===== src/lbsa_pkg.sv =====
// ----------------------------------------------------------------------------
// lbsa_pkg: shared types and constants of the line block splitter
// Holds the byte classification item, the result record and the
// checksum constants used by the front, the queue and the back end.
// ----------------------------------------------------------------------------
package lbsa_pkg;

  // Largest number of bytes in one block (1 to 256).
  localparam int unsigned MaxBlock      = 256;
  // Default number of entries in the queue between front and back end.
  localparam int unsigned QueueDepthDef = 2;

  localparam logic [7:0]  NewlineByte = 8'h0a;
  localparam logic [15:0] AdlerMod    = 16'hfff1;

  localparam int unsigned LenW = 9;

  // One classified byte as it travels from the front to the back end.
  typedef struct packed {
    logic [7:0] data_byte;
    logic       end_of_data;
    logic       is_newline;
  } item_t;

  // One finished block.
  typedef struct packed {
    logic [31:0]     block_offset;
    logic [LenW-1:0] block_length;
    logic [31:0]     block_checksum;
    logic [31:0]     blocks_so_far;
    logic            final_block;
  } result_t;

endpackage


===== src/lbsa_if.sv =====
// ----------------------------------------------------------------------------
// lbsa_if: byte and block channels of the line block splitter
// Valid/ready channels; a transfer happens when valid and ready are high.
// ----------------------------------------------------------------------------
interface lbsa_in_if;
  logic       valid;
  logic       ready;
  logic [7:0] data_byte;
  logic       end_of_data;

  modport source (output valid, output data_byte, output end_of_data, input ready);
  modport sink   (input valid, input data_byte, input end_of_data, output ready);
endinterface

interface lbsa_out_if;
  logic        valid;
  logic        ready;
  logic [31:0] block_offset;
  logic [8:0]  block_length;
  logic [31:0] block_checksum;
  logic [31:0] blocks_so_far;
  logic        final_block;

  modport source (output valid, output block_offset, output block_length,
                  output block_checksum, output blocks_so_far, output final_block,
                  input ready);
  modport sink   (input valid, input block_offset, input block_length,
                  input block_checksum, input blocks_so_far, input final_block,
                  output ready);
endinterface


===== src/lbsa_front.sv =====
// ----------------------------------------------------------------------------
// lbsa_front: input stage of the line block splitter
// Registers each incoming byte and marks newline bytes for the back end.
// ----------------------------------------------------------------------------
module lbsa_front (
  input  logic            clk_i,
  input  logic            rst_ni,
  lbsa_in_if.sink         byte_i,
  output logic            item_valid_o,
  output lbsa_pkg::item_t item_o,
  input  logic            item_ready_i
);
  import lbsa_pkg::*;

  logic  stg_valid_q, stg_valid_d;
  item_t stg_q;
  logic  take;

  // The stage refills whenever it is empty or drains in the same cycle.
  assign byte_i.ready = !stg_valid_q || item_ready_i;
  assign take         = byte_i.valid && byte_i.ready;

  always_comb begin
    stg_valid_d = stg_valid_q;
    if (take) begin
      stg_valid_d = 1'b1;
    end else if (item_ready_i) begin
      stg_valid_d = 1'b0;
    end
  end

  always_ff @(posedge clk_i or negedge rst_ni) begin
    if (!rst_ni) begin
      stg_valid_q <= 1'b0;
    end else begin
      stg_valid_q <= stg_valid_d;
    end
  end

  always_ff @(posedge clk_i) begin
    if (take) begin
      stg_q.data_byte   <= byte_i.data_byte;
      stg_q.end_of_data <= byte_i.end_of_data;
      stg_q.is_newline  <= (byte_i.data_byte == NewlineByte);
    end
  end

  assign item_valid_o = stg_valid_q;
  assign item_o       = stg_q;

endmodule


===== src/lbsa_queue.sv =====
// ----------------------------------------------------------------------------
// lbsa_queue: short queue between front and back end
// Circular buffer of classified bytes with an occupancy count.
// ----------------------------------------------------------------------------
module lbsa_queue #(
  parameter int unsigned DEPTH = lbsa_pkg::QueueDepthDef
) (
  input  logic            clk_i,
  input  logic            rst_ni,
  input  logic            push_valid_i,
  input  lbsa_pkg::item_t push_item_i,
  output logic            push_ready_o,
  output logic            pop_valid_o,
  output lbsa_pkg::item_t pop_item_o,
  input  logic            pop_ready_i
);
  import lbsa_pkg::*;

  localparam int unsigned PtrW = (DEPTH > 1) ? $clog2(DEPTH) : 1;
  localparam int unsigned CntW = $clog2(DEPTH + 1);

  item_t           mem_q [DEPTH];
  logic [PtrW-1:0] wptr_q, wptr_d, rptr_q, rptr_d;
  logic [CntW-1:0] cnt_q, cnt_d;
  logic            push, pop;

  assign push_ready_o = (cnt_q != CntW'(DEPTH));
  assign pop_valid_o  = (cnt_q != '0);
  assign push         = push_valid_i && push_ready_o;
  assign pop          = pop_valid_o && pop_ready_i;
  assign pop_item_o   = mem_q[rptr_q];

  always_comb begin
    wptr_d = wptr_q;
    rptr_d = rptr_q;
    cnt_d  = cnt_q;
    if (push) begin
      wptr_d = (wptr_q == PtrW'(DEPTH - 1)) ? '0 : wptr_q + PtrW'(1);
    end
    if (pop) begin
      rptr_d = (rptr_q == PtrW'(DEPTH - 1)) ? '0 : rptr_q + PtrW'(1);
    end
    if (push && !pop) begin
      cnt_d = cnt_q + CntW'(1);
    end else if (pop && !push) begin
      cnt_d = cnt_q - CntW'(1);
    end
  end

  always_ff @(posedge clk_i or negedge rst_ni) begin
    if (!rst_ni) begin
      wptr_q <= '0;
      rptr_q <= '0;
      cnt_q  <= '0;
    end else begin
      wptr_q <= wptr_d;
      rptr_q <= rptr_d;
      cnt_q  <= cnt_d;
    end
  end

  always_ff @(posedge clk_i) begin
    if (push) begin
      mem_q[wptr_q] <= push_item_i;
    end
  end

  // The count never passes the depth.
  a_cnt_bound: assert property (@(posedge clk_i) disable iff (!rst_ni)
    cnt_q <= CntW'(DEPTH))
    else $error("queue count above depth");

  // Pointers stay apart by exactly the count (modulo the depth); this checks the empty case.
  a_ptr_cnt: assert property (@(posedge clk_i) disable iff (!rst_ni)
    (cnt_q == '0) |-> (wptr_q == rptr_q))
    else $error("queue empty but pointers differ");

endmodule


===== src/lbsa_back.sv =====
// ----------------------------------------------------------------------------
// lbsa_back: block accumulator of the line block splitter
// Keeps the running checksum, length, offset and block count, and holds
// each finished block in an output register until it is taken.
// ----------------------------------------------------------------------------
module lbsa_back (
  input  logic            clk_i,
  input  logic            rst_ni,
  input  logic            item_valid_i,
  input  lbsa_pkg::item_t item_i,
  output logic            item_ready_o,
  lbsa_out_if.source      block_o
);
  import lbsa_pkg::*;

  logic [15:0]     sum_low_q, sum_low_d;
  logic [15:0]     sum_high_q, sum_high_d;
  logic [LenW-1:0] len_q, len_d;
  logic [31:0]     start_q, start_d;
  logic [31:0]     pos_q, pos_d;
  logic [31:0]     cnt_q, cnt_d;
  logic            res_valid_q, res_valid_d;
  result_t         res_q;

  logic [15:0]     sl_add;
  logic [16:0]     sh_sum, sh_red1, sh_red2;
  logic [LenW-1:0] len_next;
  logic [31:0]     pos_next, cnt_next;
  logic            ends, out_free, take;

  // Checksum step: sum1 adds the byte, sum2 adds the new sum1 and is brought
  // back below the modulus with up to two conditional subtractions.
  assign sl_add  = sum_low_q + {8'h00, item_i.data_byte};
  assign sh_sum  = {1'b0, sum_high_q} + {1'b0, sl_add};
  assign sh_red1 = (sh_sum >= {1'b0, AdlerMod}) ? sh_sum - {1'b0, AdlerMod} : sh_sum;
  assign sh_red2 = (sh_red1 >= {1'b0, AdlerMod}) ? sh_red1 - {1'b0, AdlerMod} : sh_red1;

  assign len_next = len_q + LenW'(1);
  assign pos_next = pos_q + 32'd1;
  assign cnt_next = cnt_q + 32'd1;
  assign ends     = item_i.end_of_data || item_i.is_newline || (len_next >= LenW'(MaxBlock));

  // A byte that does not close a block never waits on the output register.
  assign out_free     = !res_valid_q || block_o.ready;
  assign item_ready_o = !ends || out_free;
  assign take         = item_valid_i && item_ready_o;

  always_comb begin
    sum_low_d   = sum_low_q;
    sum_high_d  = sum_high_q;
    len_d       = len_q;
    start_d     = start_q;
    pos_d       = pos_q;
    cnt_d       = cnt_q;
    res_valid_d = res_valid_q && !block_o.ready;
    if (take) begin
      if (ends) begin
        sum_low_d   = 16'd1;
        sum_high_d  = 16'd0;
        len_d       = '0;
        res_valid_d = 1'b1;
        if (item_i.end_of_data) begin
          start_d = 32'd0;
          pos_d   = 32'd0;
          cnt_d   = 32'd0;
        end else begin
          start_d = pos_next;
          pos_d   = pos_next;
          cnt_d   = cnt_next;
        end
      end else begin
        sum_low_d  = sl_add;
        sum_high_d = sh_red2[15:0];
        len_d      = len_next;
        pos_d      = pos_next;
      end
    end
  end

  always_ff @(posedge clk_i or negedge rst_ni) begin
    if (!rst_ni) begin
      sum_low_q   <= 16'd1;
      sum_high_q  <= 16'd0;
      len_q       <= '0;
      start_q     <= 32'd0;
      pos_q       <= 32'd0;
      cnt_q       <= 32'd0;
      res_valid_q <= 1'b0;
    end else begin
      sum_low_q   <= sum_low_d;
      sum_high_q  <= sum_high_d;
      len_q       <= len_d;
      start_q     <= start_d;
      pos_q       <= pos_d;
      cnt_q       <= cnt_d;
      res_valid_q <= res_valid_d;
    end
  end

  always_ff @(posedge clk_i) begin
    if (take && ends) begin
      res_q.block_offset   <= start_q;
      res_q.block_length   <= len_next;
      res_q.block_checksum <= {sh_red2[15:0], sl_add};
      res_q.blocks_so_far  <= cnt_next;
      res_q.final_block    <= item_i.end_of_data;
    end
  end

  assign block_o.valid          = res_valid_q;
  assign block_o.block_offset   = res_q.block_offset;
  assign block_o.block_length   = res_q.block_length;
  assign block_o.block_checksum = res_q.block_checksum;
  assign block_o.blocks_so_far  = res_q.blocks_so_far;
  assign block_o.final_block    = res_q.final_block;

  // sum2 is always kept reduced.
  a_sum_high_red: assert property (@(posedge clk_i) disable iff (!rst_ni)
    sum_high_q < AdlerMod)
    else $error("sum2 not reduced");

  // An open block is always shorter than the block limit.
  a_len_bound: assert property (@(posedge clk_i) disable iff (!rst_ni)
    len_q < LenW'(MaxBlock))
    else $error("open block length at or above limit");

  // A pending result is never overwritten by a new one.
  a_no_overwrite: assert property (@(posedge clk_i) disable iff (!rst_ni)
    (res_valid_q && !block_o.ready) |-> !(take && ends))
    else $error("pending block overwritten");

  // The final byte starts new data at offset zero with a fresh count.
  a_final_clear: assert property (@(posedge clk_i) disable iff (!rst_ni)
    (take && item_i.end_of_data) |=> (pos_q == 32'd0 && cnt_q == 32'd0 && start_q == 32'd0))
    else $error("data counters not cleared after final byte");

endmodule


===== src/line_block_splitter_adler32_core.sv =====
// ----------------------------------------------------------------------------
// line_block_splitter_adler32_core: byte stream to checksummed blocks
// Cuts a byte stream into blocks that end after a newline, at the block
// size limit, or at the last byte of the data, and reports each block's
// offset, length, running count and Adler-style checksum.
// ----------------------------------------------------------------------------
//
//   Channel   Dir  Handshake    Payload
//   byte_i    in   valid/ready  data_byte[7:0], end_of_data
//   block_o   out  valid/ready  block_offset[31:0], block_length[8:0],
//                               block_checksum[31:0], blocks_so_far[31:0],
//                               final_block
//
// One byte is taken per clock cycle for as long as the block channel keeps
// up; this rate is set by the checksum update (one 16-bit add for sum1, one
// add and two conditional subtracts for sum2) in the back end.
// A block appears on block_o after its last byte has passed through the input
// stage, the queue and the output register, in that order; a full queue or a
// block still pending on block_o can hold it on the way.
// After reset the block is ready at once: all counters start cleared, sum1
// at one, and no memory needs a clearing pass.
// A stall on block_o only blocks a byte that would close another block; the
// input stage and the queue keep absorbing bytes until they fill.
//
module line_block_splitter_adler32_core #(
  parameter int unsigned QUEUE_DEPTH = lbsa_pkg::QueueDepthDef
) (
  input  logic        clk_i,
  input  logic        rst_ni,
  lbsa_in_if.sink     byte_i,
  lbsa_out_if.source  block_o
);
  import lbsa_pkg::*;

  // Front to queue.
  logic  fr_valid;
  logic  fr_ready;
  item_t fr_item;

  // Queue to back end.
  logic  bk_valid;
  logic  bk_ready;
  item_t bk_item;

  // The front registers each byte and marks newlines so that the back end
  // does not have to compare the byte on its critical path.
  lbsa_front u_front (
    .clk_i        (clk_i),
    .rst_ni       (rst_ni),
    .byte_i       (byte_i),
    .item_valid_o (fr_valid),
    .item_o       (fr_item),
    .item_ready_i (fr_ready)
  );

  // The queue decouples the two halves so that a short stall on the result
  // side does not reach back to the byte channel at once.
  lbsa_queue #(
    .DEPTH (QUEUE_DEPTH)
  ) u_queue (
    .clk_i        (clk_i),
    .rst_ni       (rst_ni),
    .push_valid_i (fr_valid),
    .push_item_i  (fr_item),
    .push_ready_o (fr_ready),
    .pop_valid_o  (bk_valid),
    .pop_item_o   (bk_item),
    .pop_ready_i  (bk_ready)
  );

  // The back end keeps all per-block and per-data state and owns the
  // output register of the block channel.
  lbsa_back u_back (
    .clk_i        (clk_i),
    .rst_ni       (rst_ni),
    .item_valid_i (bk_valid),
    .item_i       (bk_item),
    .item_ready_o (bk_ready),
    .block_o      (block_o)
  );

endmodule

===== src/flat_wrapper.sv =====
// flat-port wrapper written by rule: the top's interface ports become plain ports
module line_block_splitter_adler32_core_flat import lbsa_pkg::*;
#(
  parameter int unsigned QUEUE_DEPTH = lbsa_pkg::QueueDepthDef
)
  (clk_i, rst_ni, byte_i_valid, byte_i_data_byte, byte_i_end_of_data, byte_i_ready, block_o_valid, block_o_block_offset, block_o_block_length, block_o_block_checksum, block_o_blocks_so_far, block_o_final_block, block_o_ready);
  lbsa_in_if byte_i_i ();
  lbsa_out_if block_o_i ();
  input  logic clk_i;
  input  logic rst_ni;
  input wire logic [$bits(byte_i_i.valid)-1:0] byte_i_valid;
  input wire logic [$bits(byte_i_i.data_byte)-1:0] byte_i_data_byte;
  input wire logic [$bits(byte_i_i.end_of_data)-1:0] byte_i_end_of_data;
  output wire logic [$bits(byte_i_i.ready)-1:0] byte_i_ready;
  output wire logic [$bits(block_o_i.valid)-1:0] block_o_valid;
  output wire logic [$bits(block_o_i.block_offset)-1:0] block_o_block_offset;
  output wire logic [$bits(block_o_i.block_length)-1:0] block_o_block_length;
  output wire logic [$bits(block_o_i.block_checksum)-1:0] block_o_block_checksum;
  output wire logic [$bits(block_o_i.blocks_so_far)-1:0] block_o_blocks_so_far;
  output wire logic [$bits(block_o_i.final_block)-1:0] block_o_final_block;
  input wire logic [$bits(block_o_i.ready)-1:0] block_o_ready;
  assign byte_i_i.valid = byte_i_valid;
  assign byte_i_i.data_byte = byte_i_data_byte;
  assign byte_i_i.end_of_data = byte_i_end_of_data;
  assign byte_i_ready = byte_i_i.ready;
  assign block_o_valid = block_o_i.valid;
  assign block_o_block_offset = block_o_i.block_offset;
  assign block_o_block_length = block_o_i.block_length;
  assign block_o_block_checksum = block_o_i.block_checksum;
  assign block_o_blocks_so_far = block_o_i.blocks_so_far;
  assign block_o_final_block = block_o_i.final_block;
  assign block_o_i.ready = block_o_ready;
  line_block_splitter_adler32_core #(.QUEUE_DEPTH(QUEUE_DEPTH)) u_core (.clk_i(clk_i), .rst_ni(rst_ni), .byte_i(byte_i_i), .block_o(block_o_i));
endmodule

===== config.mk =====
export PLATFORM = sky130hd
export DESIGN_NAME = line_block_splitter_adler32_core_flat
export DESIGN_NICKNAME = d
export VERILOG_FILES = /design/src/lbsa_pkg.sv /design/src/lbsa_if.sv /design/src/lbsa_front.sv /design/src/lbsa_queue.sv /design/src/lbsa_back.sv /design/src/line_block_splitter_adler32_core.sv /design/src/flat_wrapper.sv
export SDC_FILE = /design/constraint.sdc
export NUM_CORES = 1
export LEC_CHECK = 0
export ABC_AREA = 0
export BUFFER_PORTS_ARGS = -buffer_cell sky130_fd_sc_hd__buf_2
export CORE_ASPECT_RATIO = 0.9
export CORE_MARGIN = 2
export CORE_UTILIZATION = 29
export DETAILED_ROUTE_END_ITERATION = 12
export PLACE_DENSITY_LB_ADDON = 0.15
export REMOVE_ABC_BUFFERS = 1
export SYNTH_ARGS = -nofsm -noshare
export SYNTH_HDL_FRONTEND = slang
export SYNTH_SLANG_ARGS = --single-unit

===== constraint.sdc =====
create_clock -name clk_i -period 16.5 [get_ports clk_i]
set_input_delay 3.3 -clock clk_i [delete_from_list [all_inputs] [get_ports clk_i]]
set_output_delay 3.3 -clock clk_i [all_outputs]
set_load 0.02 [all_outputs]

== After elaboration in Yosys (flattened, before gate mapping) ==
Memories as Yosys holds them, arrays and structs flattened.
Index checks and enable logic that the tools add are counted.

* Memories: 1
* Register bits after elaboration: 259
* Memory bits (writable): 20

* Mux-type cells: 18
* $add $sub $neg: 11
* Reductions and logical operators: 22
* $lt $le $gt $ge: 3
* Equal/unequal tests: 2

{| class="wikitable"
|+ Memory list
! name !! words !! bits a word !! rd ports !! clocked after memory_dff !! wr ports !! RTL line !! RTL
|-
| u_core.u_queue.mem_q || 2 || 10 || 1 || 0 || 1 || lbsa_queue.sv:22 || <nowiki>item_t mem_q [DEPTH];</nowiki>
|}

{| class="wikitable"
|+ Operator list
! kind !! count
|-
| $mux W32 || 3
|-
| $add A32 B1 Y32 const B || 2
|-
| $mux W16 || 3
|-
| $ge A17 B16 Y1 const B || 2
|-
| $add A16 B16 Y17 || 1
|-
| $mux W17 || 1
|-
| $sub A17 B16 Y17 const B || 1
|-
| $add A16 B8 Y16 || 1
|-
| $sub A16 B16 Y16 const B || 1
|-
| $add A9 B1 Y9 const B || 1
|-
| $ge A9 B9 Y1 const B || 1
|-
| $mux W9 || 1
|-
| $eq A8 B4 Y1 const B || 1
|-
| $mux W1 || 8
|-
| $logic_and A1 B1 Y1 || 7
|-
| $logic_not A1 Y1 || 6
|-
| $reduce_bool A2 Y1 || 3
|-
| $logic_or A1 B1 Y1 || 5
|-
| $mux W2 || 2
|-
| $add A1 B1 Y1 const B || 2
|-
| $add A2 B1 Y2 const B || 1
|-
| $ne A2 B2 Y1 const B || 1
|-
| $reduce_and A2 Y1 || 1
|-
| $sub A2 B1 Y2 const B || 1
|}

== Logic depth before layout (Yosys ltp) ==
Gate-level depths: netlist of the first run.

* Word-level depth: 9
* Mapped depth: 36

== Hierarchy ==
From an unflattened synthesis of the first run, not the netlist that was laid out.

* Cells, all modules: 1277
* Area total of the unflattened synthesis: 13736.9 um^2

{| class="wikitable"
|+ Modules (own cells, without submodules)
! module !! area an instance (um^2) !! times used !! sequential area each (um^2) !! cells each
|-
| lbsa_back || 12438.2 || 1 || 6637.6 || 1211
|-
| lbsa_queue || 932.1 || 1 || 700.7 || 49
|-
| lbsa_front || 366.6 || 1 || 325.3 || 17
|}

== Worst setup path before layout of the first run ==
Ideal clock, no wire load.

* Path kind: input port to flip-flop
* Start: input port block_o_ready
* End: register, netlist name u_core.u_back.block_o.block_checksum[0]
* Path buffers: 1
* Data required time: 15.989 ns
* Stages: 5
* Data arrival time: 6.905 ns
* Setup slack: 9.084 ns
* Path through: nand2b_1 o22ai_1 nand2b_1 clkinv_1 clkbuf_1

* Word-level cells in the longest chain between the ends: 4

{| class="wikitable"
|+ Ends and longest elaborated chain
! what !! RTL line !! RTL
|-
| from (decl) || flat_wrapper.sv:21 || <nowiki>input wire logic [$bits(block_o_i.ready)-1:0] block_o_ready;</nowiki>
|-
| $logic_or A1 B1 Y1 || lbsa_back.sv:44 || <nowiki>assign out_free = !res_valid_q || block_o.ready;</nowiki>
|-
| $logic_or A1 B1 Y1 || lbsa_back.sv:45 || <nowiki>assign item_ready_o = !ends || out_free;</nowiki>
|-
| $logic_and A1 B1 Y1 || lbsa_back.sv:46 || <nowiki>assign take = item_valid_i && item_ready_o;</nowiki>
|-
| $logic_and A1 B1 Y1 || lbsa_back.sv:101 || <nowiki>if (take && ends) begin</nowiki>
|}

Every way passes these cells.
A chain may end at the register's enable or synchronous reset.

== Worst setup path after layout of the first run ==
* Start: register u_core.u_queue.rptr_q
* End: register u_core.u_back.sum_high_q[1]

* Word-level cells in the longest chain between the ends: 8
* Elaborated cells between the ends (all ways): 15

{| class="wikitable"
|+ Ends and longest elaborated chain
! what !! RTL line !! RTL
|-
| from (decl) || lbsa_queue.sv:23 || <nowiki>logic [PtrW-1:0] wptr_q, wptr_d, rptr_q, rptr_d;</nowiki>
|-
| from (signal assigned) || lbsa_queue.sv:57 || <nowiki>rptr_q <= rptr_d;</nowiki>
|-
| $mem_v2 Z2 W10 * || - ||
|-
| $add A16 B8 Y16 * || lbsa_back.sv:33 || <nowiki>assign sl_add = sum_low_q + {8'h00, item_i.data_byte};</nowiki>
|-
| named net u_core.u_back.sl_add[11] || lbsa_back.sv:25 || <nowiki>logic [15:0] sl_add;</nowiki>
|-
| $add A16 B16 Y17 * || lbsa_back.sv:34 || <nowiki>assign sh_sum = {1'b0, sum_high_q} + {1'b0, sl_add};</nowiki>
|-
| $sub A17 B16 Y17 / $ge A17 B16 Y1 (equally long branches) || lbsa_back.sv:35 || <nowiki>assign sh_red1 = (sh_sum >= {1'b0, AdlerMod}) ? sh_sum - {1'b0, AdlerMod} : sh_sum;</nowiki>
|-
| $mux W17 * || lbsa_back.sv:35 ||
|-
| $ge A17 B16 Y1 / $sub A16 B16 Y16 (equally long branches) || lbsa_back.sv:36 || <nowiki>assign sh_red2 = (sh_red1 >= {1'b0, AdlerMod}) ? sh_red1 - {1'b0, AdlerMod} : sh_red1;</nowiki>
|-
| $mux W16 * || lbsa_back.sv:36 ||
|-
| named net u_core.u_back.sh_red2[1] || lbsa_back.sv:26 || <nowiki>logic [16:0] sh_sum, sh_red1, sh_red2;</nowiki>
|-
| $mux W16 * || lbsa_back.sv:57 || <nowiki>if (ends) begin</nowiki>
|-
| to (signal assigned) || lbsa_back.sv:91 || <nowiki>sum_high_q <= sum_high_d;</nowiki>
|-
| to (decl) || lbsa_back.sv:17 || <nowiki>logic [15:0] sum_high_q, sum_high_d;</nowiki>
|}

Mark *: on every way through the listed nets, which the timed path passes. The rest lies on a longest branch.

==> impl_metrics.toml, run 1 <==
[worst_setup_path]
cp_slowest_stage_delay_ns = 0.67
path_buf_inv = 0
cp_max_fo = 15
cpLargestDelayFamily = "compound AO/OA/AOI/OAI gates"
cp-start-kind = "register"
crit_top_cell = "a21oi_1"
required_ns = 16.93
crit_type = "register to register"
crit_slowest_cell = "dfrtp_1"
path_cells = "mux2_2 > ha_1 > a21o_1 > a21oi_1 > o21bai_1 > a21oi_1 > o21bai_1 > a21oi_1 > nor2b_1 > o2111a_1 > xor2_1 > ha_1 > a21o_1 > nor3_1 > a41oi_1 > a2111oi_4 > o211ai_4 > o21ai_4 > mux2i_1 > a2111oi_4 > a211oi_2 > mux2_4 > a22o_1"
cp-end-kind = "register"
worst_ep_arrival_time_ns = 7.96

[synth]
syn_area_mm2 = 0.0139
ys_warn_count = 0
dominantRegCellSynth = "dfrtp_1"
synth-seq-cells = 279
yosysUniqueCellTypes = 84
synth_edf_count = 136
synth.avg_cell_area_um2 = 10.8
ys_seq_area_share_pct = 55.2
syn_inst = 1282
synthArstFlopShare_pct = 51.3

[power]
p_leak_nw = 6.72
irDropWorstVdd_mv = 0.141
p_sw_share_pct = 45.0
pwr-share-comb_pct = 48.5
p_seq_share_pct = 29.8
switching_power_w = 0.00166
power_density_mw_per_mm2 = 225
pwr-share-clk_pct = 21.7
p_int_w = 0.00202

[timing]
rsz0062_at_grt = "no"
finalCritPeriodShare_pct = 45.6
final_max_slew_viol_count = 1
post-route-min-period_ns = 7.52
fmax_mhz = 133
tns_ns = 0
hold_viol = 0
timing.hold.ws_ns = 0.441
clock_skew_ns = 0.0224
finalSetupViolCount = 0
max_slew_margin_pct = -0.165
worst_slew_pin_slew_ns = 1.46

[place]
place_hpwl_mm = 23.9
globalplace.congestion = 0.837
portBuffers = 120

[detailed_routing]
drtAntennaViolNets = 0
wl_per_cell_um = 17.5
drtPass1Iterations = 5
routed-via-count = 10100
vias_per_cell = 4.98
drc_errors = 0
drtIter0Drc = 816
routed_wl_mm = 35.7

[cells_and_area]
drive_above_1_share_pct = 16.7
n_antenna_cell = 0
num-fill-cells = 4808
nets = 1436
syn_to_final_growth_pct = 17.6

[floorplanning]
die-area_mm2 = 0.0496
io_pins = 121
initial_core_util_pct = 29.2
core_mm2 = 0.0475
die_w_um = 235
die_y_um = 212
rows = 76

[clocking]
numCtsBuffers = 35
cts_buffer_depth = 3
cts_resized = 0
tritoncts = "yes"
h-tree-depth = 2
clk_pin_slew_ns = 0.06
cts_hold_buf = 0
post_cts_buffers = 0
clkLatencyLatePin_ns = 0.55
clock-sinks = 279
cts-root-buf = "clkbuf_16"

[global_route]
grt_pass1_wl_mm = 56.2
grt_max_degree = 89
grt_antenna_before_repair = 0
first_global_vias = 9679
track_usage_pct = 14.5
grt_overflow = 0

[worst_hold_path]
min_path_type = "register to register"

[outcome]
failed_checks = "capacitance limit, slew limit"
outcome = "finished with violations"

[flow_run]
cap_violations = 1
==> sequential cells by signal, summed over array words and instances (netlist names), 2 cells and up <==
register                              cells
u_core.u_back.len_q                       9
u_core.u_back.block_o.block_offset       32
u_core.u_back.sum_high_q                 16
u_core.u_back.pos_q                      32
u_core.u_back.cnt_q                      32
u_core.u_back.start_q                    32
u_core.u_front.item_o                    10
u_core.u_back.block_o.block_length        9
u_core.u_queue.mem_q                     20
u_core.u_back.block_o.block_checksum     32
u_core.u_back.block_o.blocks_so_far      32
u_core.u_queue.cnt_q                      2
u_core.u_back.sum_low_q                  16
==> path summary, 6_finish.rpt <==
path / from / end / slack [ns] / depth (start not counted)
hold reg to reg: u_core.u_back.start_q[9] / u_core.u_back.block_o.block_offset[9] / 0.44 / 0
hold / removal: u_core.u_back.start_q[9] / u_core.u_back.block_o.block_offset[9] / 0.44 / 0
min in group asynchronous: rst_ni / u_core.u_back.sum_high_q[11] / 2.84 / 1
setup / recovery: u_core.u_queue.rptr_q / u_core.u_back.sum_high_q[1] / 8.98 / 23
setup reg to reg: u_core.u_queue.rptr_q / u_core.u_back.sum_high_q[1] / 8.98 / 23
max in group asynchronous: rst_ni / u_core.u_back.block_o.valid / 12.26 / 2
==> synthesized netlist by cell type (all sizes together), types with 10 or more instances <==
cell type | n | area, um^2
and2 | 19 | 121
nor3 | 10 | 55.1
clkbuf | 44 | 165
a22o | 21 | 184
nand4 | 13 | 81.3
ha | 33 | 413
xor2 | 44 | 385
inv | 26 | 97.6
dfrtp | 142 | 3550
mux2 | 16 | 184
a31oi | 21 | 131
buf | 17 | 80.1
a21o | 10 | 75.1
o21ai | 116 | 599
nand2 | 156 | 586
and3 | 30 | 188
nor2 | 101 | 379
nand3 | 50 | 250
o31ai | 44 | 335
xnor2 | 65 | 584
a21oi | 53 | 273
edfxtp | 136 | 4080
==> layout by cell type (no fill, tap or decap), drive strengths merged, types with 33 or more instances in the layout <==
cell      n
nand2   156
clkbuf   44
o21ai   116
ha       33
xnor2    65
nor2    101
a21oi    53
nand3    50
o31ai    44
edfxtp  136
xor2     44
dfrtp   142
buf     130
==> kinds of logic (layout without fill, tap and decap cells) <==
family          count (synthesis)  after routing  share of synthesized area (%)
buf+inv                        88            221                           2.50
compound gates                325            325                           15.9
simple gates                  426            426                           14.5
fa+ha+maj                      35             35                           3.26
xor+xnor                      109            109                           6.99
mux                            20             20                           1.61
flops                         279            279                           55.2
==> area by class of cell <==
type / count / area, um^2 / area share [%]
Clock buffer: 44 / 940 / 5.76
Clock inverter: 20 / 243 / 1.49
Inverter: 27 / 106 / 0.652
Multi-Input combinational cell: 915 / 5900 / 36.2
Sequential cell: 279 / 7660 / 47.0
Tap cell: 624 / 781 / 4.79
Timing Repair Buffer: 130 / 682 / 4.18
==> per-layer routing <==
| metal | global-route usage (%) | vias up | share of wire (%) |
|---|---|---|---|
| met5 | 0 | - | 0 |
| met3 | 3.33 | 44 | 5.9 |
| met4 | 4.12 | 0 | 2.2 |
| li1 | - | 4897 | - |
| met2 | 20.4 | 262 | 42 |
| met1 | 22.1 | 4943 | 50 |
==> stage by stage <==
stage / utilization (%) / total power, W / std cells / setup slack, ns / instance area [um^2]
6_report: 34.3 / 0.00367 / 2039 / 8.98 / 16300
5_1_grt: 34.3 / 0.00395 / 2039 / 8.36 / 16300
4_1_cts: 34.3 / 0.00373 / 2039 / 8.99 / 16300
3_5_place_dp: 31.8 / 0.00290 / 1975 / 9.01 / 15100
3_3_place_gp: 31.8 / 0.00290 / 1975 / 9.03 / 15100
2_1_floorplan: - / 0.00233 / 1221 / 4.32 / 13600
==> power by group through the flow <==
stage               registers, W  logic (W)  clock network (W)
floorplan                0.00127    0.00106                  0
global placement         0.00111    0.00180                  0
detailed placement       0.00111    0.00179                  0
CTS                      0.00110    0.00179           0.000831
global route             0.00111    0.00198           0.000857
finish                   0.00109    0.00178           0.000798
No activity file was read; power rests on OpenSTA's default activity.
==> run 2, diff against run 1 <==
==> constraint.sdc (replaced) <==
create_clock -name clk_i -period 7.7 [get_ports clk_i]
set_input_delay 1.54 -clock clk_i [delete_from_list [all_inputs] [get_ports clk_i]]
set_output_delay 1.54 -clock clk_i [all_outputs]
set_load 0.02 [all_outputs]
==> impl_metrics.toml, run 2 (synthesis results as in run 1) <==
[cells_and_area]
syn_to_final_growth_pct = 18.1
final_common_cell = "nand2_1"
num-fill-cells = 4806
register_area_mm2 = 0.00766
n_antenna_cell = 0
multi_input_area_mm2 = 0.00591
final_cell_mix = "nand2_1 (156), dfrtp_1 (142), edfxtp_1 (136)"
drive_above_1_share_pct = 17.2
design_area_mm2 = 0.0164
nets = 1444

[worst_setup_path]
regToRegStartpoint = "u_core.u_queue.rptr_q"
r2r_cells = 28
cp-start-kind = "register"
r2r_slack_ns = 0.61
crit_slowest_cell = "a2111oi_4"
cp_slowest_stage_delay_ns = 0.50
cp_max_fo = 10
reg2reg_to = "u_core.u_back.sum_high_q[1]"
crit_start = "u_core.u_queue.rptr_q"
worst_ep_arrival_time_ns = 7.53
required_ns = 8.14
crit_type = "register to register"
cp-end-kind = "register"

[clocking]
cts_buffer_depth = 3
clock-sinks = 279
clk_pin_slew_ns = 0.06
clkLatencyLatePin_ns = 0.55
tritoncts = "yes"
numCtsBuffers = 36
cts_hold_buf = 0
h-tree-depth = 2
cts-root-buf = "clkbuf_16"

[global_route]
grt_antenna_before_repair = 1
first_global_vias = 9618
track_usage_pct = 14.4
grt_max_degree = 83
grt_overflow = 0
grt_pass1_wl_mm = 55.8

[timing]
max_slew_margin_pct = 30.9
finalCritPeriodShare_pct = 92.0
clock_skew_ns = 0.0184
worst_slew_pin_slew_ns = 1.03
fmax_mhz = 141
post-route-min-period_ns = 7.09
finalSetupViolCount = 0
tns_ns = 0
hold_viol = 0
final_max_slew_viol_count = 0
rsz0062_at_grt = "no"

[worst_hold_path]
hold-path-cell-count = 0
min_from = "u_core.u_back.start_q[14]"
min_path_type = "register to register"
hold_end = "u_core.u_back.block_o.block_offset[14]"

[place]
portBuffers = 120
place_area_mm2 = 0.0151
globalplace.congestion = 0.847
place_hpwl_mm = 23.6

[power]
pwr-share-comb_pct = 48.7
irDropWorstVdd_mv = 0.386
p_sw_share_pct = 45.2
pwr-share-clk_pct = 21.5
power_density_mw_per_mm2 = 479
p_seq_share_pct = 29.7
p_leak_nw = 6.73
switching_power_w = 0.00354
p_int_w = 0.00430

[floorplanning]
initial_core_util_pct = 29.2
die-area_mm2 = 0.0496
die_y_um = 212
io_pins = 121
die_w_um = 235
rows = 76
core_mm2 = 0.0475

[detailed_routing]
routed-via-count = 10100
vias_per_cell = 4.92
wl_per_cell_um = 17.3
drtPass1Iterations = 5
drtAntennaViolNets = 0
drtIter0Drc = 671
drc_errors = 0
routed_wl_mm = 35.3

[flow_run]
cap_violations = 0

[outcome]
outcome = "finished clean"
-- run 2: changes by cell type in the layout (fill, tap and decap cells not counted), sizes merged --
cell      previous run  this run
clkinv              10        12
bufinv               5         4
buf                130       137
clkbuf              44        43
clkinvlp             1         2
-- run 2: worst max path at each step --
stage | endpoint | slack [ns] | cells past startpoint
detailed placement | u_core.u_back.sum_high_q[14] | 0.55 | 25
global placement | u_core.u_back.sum_high_q[14] | 0.54 | 27
CTS | u_core.u_back.sum_high_q[14] | 0.50 | 25
floorplan | u_core.u_back.cnt_q[19] | -2.72 | 7
finish | u_core.u_back.sum_high_q[1] | 0.61 | 28
global route | u_core.u_back.sum_high_q[1] | 0.07 | 28
-- run 2: layout make-up --
class,count,share of cell area (%)
Timing Repair Buffer,137,4.48
Clock buffer,43,5.66
Inverter,27,0.649
Multi-Input combinational cell,915,36.1
Tap cell,624,4.77
Sequential cell,279,46.8
Clock inverter,22,1.57
-- run 2: repair_timing --
item                                    CTS  global route
endpoints found under the setup margin    0            11
resized for setup                         0             4
buffers inserted                          0             6
-- run 2: metrics by stage --
step                hold slack, ns  worst slack, ns  std cells  utilization, %  total power, W
finish                       0.445            0.615       2047            34.5         0.00784
global route                 0.454           0.0660       2047            34.5         0.00843
global placement             0.432            0.540       1976            31.8         0.00621
CTS                          0.442            0.498       2041            34.3         0.00796
detailed placement           0.429            0.546       1976            31.8         0.00620
floorplan                    0.421            -2.72       1221               -         0.00498
-- run 2: metal layers --
layer  track usage [%]  part of all wire, %  wire length [um]
met1              21.7                   50             17800
met2              20.4                   42             14900
met3              3.61                  6.0              2110
met4              3.34                  1.7               586
met5                 0                    0                 0
-- run 2: power by group through the flow --
stage                     Clock, W  Sequential (W)  Combinational [W]
after floorplan                  0         0.00272            0.00227
after global placement           0         0.00237            0.00384
after detailed placement         0         0.00237            0.00383
after CTS                  0.00175         0.00235            0.00386
after global routing       0.00181         0.00238            0.00424
final                      0.00169         0.00233            0.00382
-- run 2: worst max-delay path, delay by kind of cell, from the launching register on --
family	cells	cell delay, ns
DFF	1	0.41
AOI/OAI and AO/OA	16	3.64
and+or+nand+nor	3	0.53
buffers and inverters	3	0.42
muxes	2	0.74
adders and majority gates	3	0.88
xor gates and xnor gates	1	0.34
==> run 3, diff against run 2 <==
--- a/config.mk
+++ b/config.mk
@@ -13,6 +13,8 @@
 export DETAILED_ROUTE_END_ITERATION = 12
 export PLACE_DENSITY_LB_ADDON = 0.15
 export REMOVE_ABC_BUFFERS = 1
+export SLEW_MARGIN = 20
 export SYNTH_ARGS = -nofsm -noshare
 export SYNTH_HDL_FRONTEND = slang
+export SYNTH_HIERARCHICAL = 1
 export SYNTH_SLANG_ARGS = --single-unit
==> impl_metrics.toml, run 3 <==
[clocking]
cts-root-buf = "clkbuf_16"
tritoncts = "yes"
clk_pin_slew_ns = 0.06
clkLatencyLatePin_ns = 0.56
h-tree-depth = 2
numCtsBuffers = 34
clock-sinks = 279
cts_hold_buf = 0
cts_buffer_depth = 3

[synth]
synth.avg_cell_area_um2 = 10.8
synth_top_family_by_area = "simple AND/OR/NAND/NOR gates"
dominantRegCellSynth = "dfrtp_1"
synth-seq-cells = 279
ys_warn_count = 6
syn_area_mm2 = 0.0137
synthArstFlopShare_pct = 51.3
synthMuxAreaShare_pct = 1.84
synth_compound_area_share_pct = 14.6
synth_edf_count = 136
ys_seq_area_share_pct = 55.8
yosysMostFrequentCell = "nand2_1"
synthAdderAreaFrac_pct = 3.30
synth_common_cells = "nand2_1 (173), dfrtp_1 (142), edfxtp_1 (136)"
synth_xor_area_share_pct = 6.31
synth_largest_area_cell = "edfxtp_1"
synthTopCellsByArea = "edfxtp_1 (30%), dfrtp_1 (26%), nand2_1 (4.7%)"
syn_inst = 1277
yosysUniqueCellTypes = 80
synth_top_area_share_pct = 29.7
yosys.area_share.simple_pct = 15.6

[timing]
post-route-min-period_ns = 7.17
finalSetupViolCount = 0
final_max_slew_viol_count = 0
clock_skew_ns = 0.0259
fmax_mhz = 139
finalCritPeriodShare_pct = 93.1
tns_ns = 0
worst_slew_pin_slew_ns = 0.948
hold_viol = 0
max_slew_margin_pct = 36.6
timing.hold.ws_ns = 0.429
fin_ws_ns = 0.531

[cells_and_area]
n_antenna_cell = 0
final_common_cell = "nand2_1"
drive_above_1_share_pct = 17.1
syn_to_final_growth_pct = 17.8
nets = 1447
final_core_utilization_pct = 34.6
finalNonFillerCells = 2041
final_cell_mix = "nand2_1 (171), dfrtp_1 (142), edfxtp_1 (136)"

[flow_run]
cap_violations = 0

[floorplanning]
die_y_um = 210
core_mm2 = 0.0467
die-area_mm2 = 0.0491
initial_core_util_pct = 29.4
io_pins = 121
die_w_um = 233
rows = 75

[worst_setup_path]
required_ns = 8.14
crit_type = "register to register"
cp-end-kind = "register"
r2r_slack_ns = 0.53
worst_ep_arrival_time_ns = 7.61
cp_max_fo = 12
cp-start-kind = "register"

[detailed_routing]
wl_per_cell_um = 17.3
drtAntennaViolNets = 0
routed_wl_mm = 35.4
drtIter0Drc = 610
drc_errors = 0
vias_per_cell = 4.86
routed-via-count = 9915
drtPass1Iterations = 5

[global_route]
grt_pass1_wl_mm = 56.4
first_global_vias = 9720
grt_max_degree = 76
track_usage_pct = 14.6
grt_overflow = 0
grt_antenna_before_repair = 1

[place]
dp_worst_setup_slack_ns = 0.420
place_hpwl_mm = 23.7
portBuffers = 120
globalplace.congestion = 0.815
dp_cells = 1979

[outcome]
outcome = "finished clean"

[power]
p_leak_nw = 6.52
irDropWorstVdd_mv = 0.241
power_density_mw_per_mm2 = 469

[worst_hold_path]
min_path_type = "register to register"
-- run 3: cell types whose count changed after synthesis, moves of 6 or more --
cell	before	now
a211oi_1	4	11
a22o_1	21	30
a31oi_1	21	5
and3_1	30	19
nand2_1	156	173
nor2_1	101	89
nor3_1	9	32
o21ai_0	109	86
o22ai_1	1	7
xnor2_1	63	53
-- run 3: repair_timing --
action	4_1_cts	5_1_grt
gates resized for setup	0	5
buffers inserted	0	0
endpoints found under the setup margin	0	29
-- run 3: layer usage --
metal,global-route usage [%],up-vias,routed length [um]
li1,-,4888,-
met1,21.3,4786,17400
met2,22.5,201,15900
met3,2.23,40,1430
met4,4.34,0,660
met5,0,-,0
-- run 3: power breakdown --
part | switching [W] | total [W] | internal [W]
clock | 0.000662 | 0.00153 | 0.000866
sequential | 0.000197 | 0.00237 | 0.00217
combinational | 0.00256 | 0.00369 | 0.00113
total | 0.00342 | 0.00759 | 0.00417
-- run 3: logic make-up (layout without fill, tap and decap cells) --
group                      count (synthesis)  in the layout
and+or+nand+nor                          451            451
AOI/OAI and AO/OA                        299            299
DFF                                      279            279
xor gates and xnor gates                  99             99
buffers and inverters                     91            239
adders and majority gates                 35             35
muxes                                     23             23
-- run 3: worst paths after layout --
kind | from | to | cells past startpoint
setup / recovery | u_core/u_queue/rptr_q | u_core/u_back/sum_high_q[3] | 27
hold / removal | u_core/u_back/start_q[29] | u_core/u_back/block_o.block_offset[29] | 0
setup reg to reg | u_core/u_queue/rptr_q | u_core/u_back/sum_high_q[3] | 27
hold reg to reg | u_core/u_back/start_q[29] | u_core/u_back/block_o.block_offset[29] | 0
max in group asynchronous | rst_ni | u_core/u_back/len_q[4] | 2
min in group asynchronous | rst_ni | u_core/u_back/pos_q[6] | 1
-- run 3: layout make-up --
cell class                 instances  area (um^2)
clock buffer                      45          932
clock inverter                    17          138
fill                            4749        30500
inverter                          31          119
multi-input combinational        907         5750
sequential                       279         7660
tap                              616          771
timing repair buffer             146          815
-- run 3: worst max-delay path, cell delays in order (launching register included) --
cell	delay, ns
dfrtp_1	0.42
mux2_2	0.39
ha_1	0.31
a21o_1	0.17
a21oi_1	0.23
o21bai_1	0.11
a21oi_1	0.25
o21bai_1	0.10
a21oi_1	0.25
nor2b_1	0.07
o21ai_0	0.19
buf_4	0.16
nor2_1	0.10
xor2_1	0.18
ha_2	0.48
nand4_1	0.15
nor3_1	0.35
nor3_1	0.16
a211oi_1	0.31
buf_4	0.20
a32oi_1	0.13
o31ai_1	0.47
nand3_1	0.18
a2bb2o_1	0.30
or4_1	0.56
o21ai_0	0.41
a21boi_0	0.19
o31ai_1	0.25
-- run 3: stage by stage --
stage / total power (W) / area (um^2)
final: 0.00759 / 16200
after global routing: 0.00813 / 16200
after CTS: 0.00768 / 16200
after detailed placement: 0.00609 / 15100
after global placement: 0.00610 / 15100
after floorplan: 0.00488 / 13500
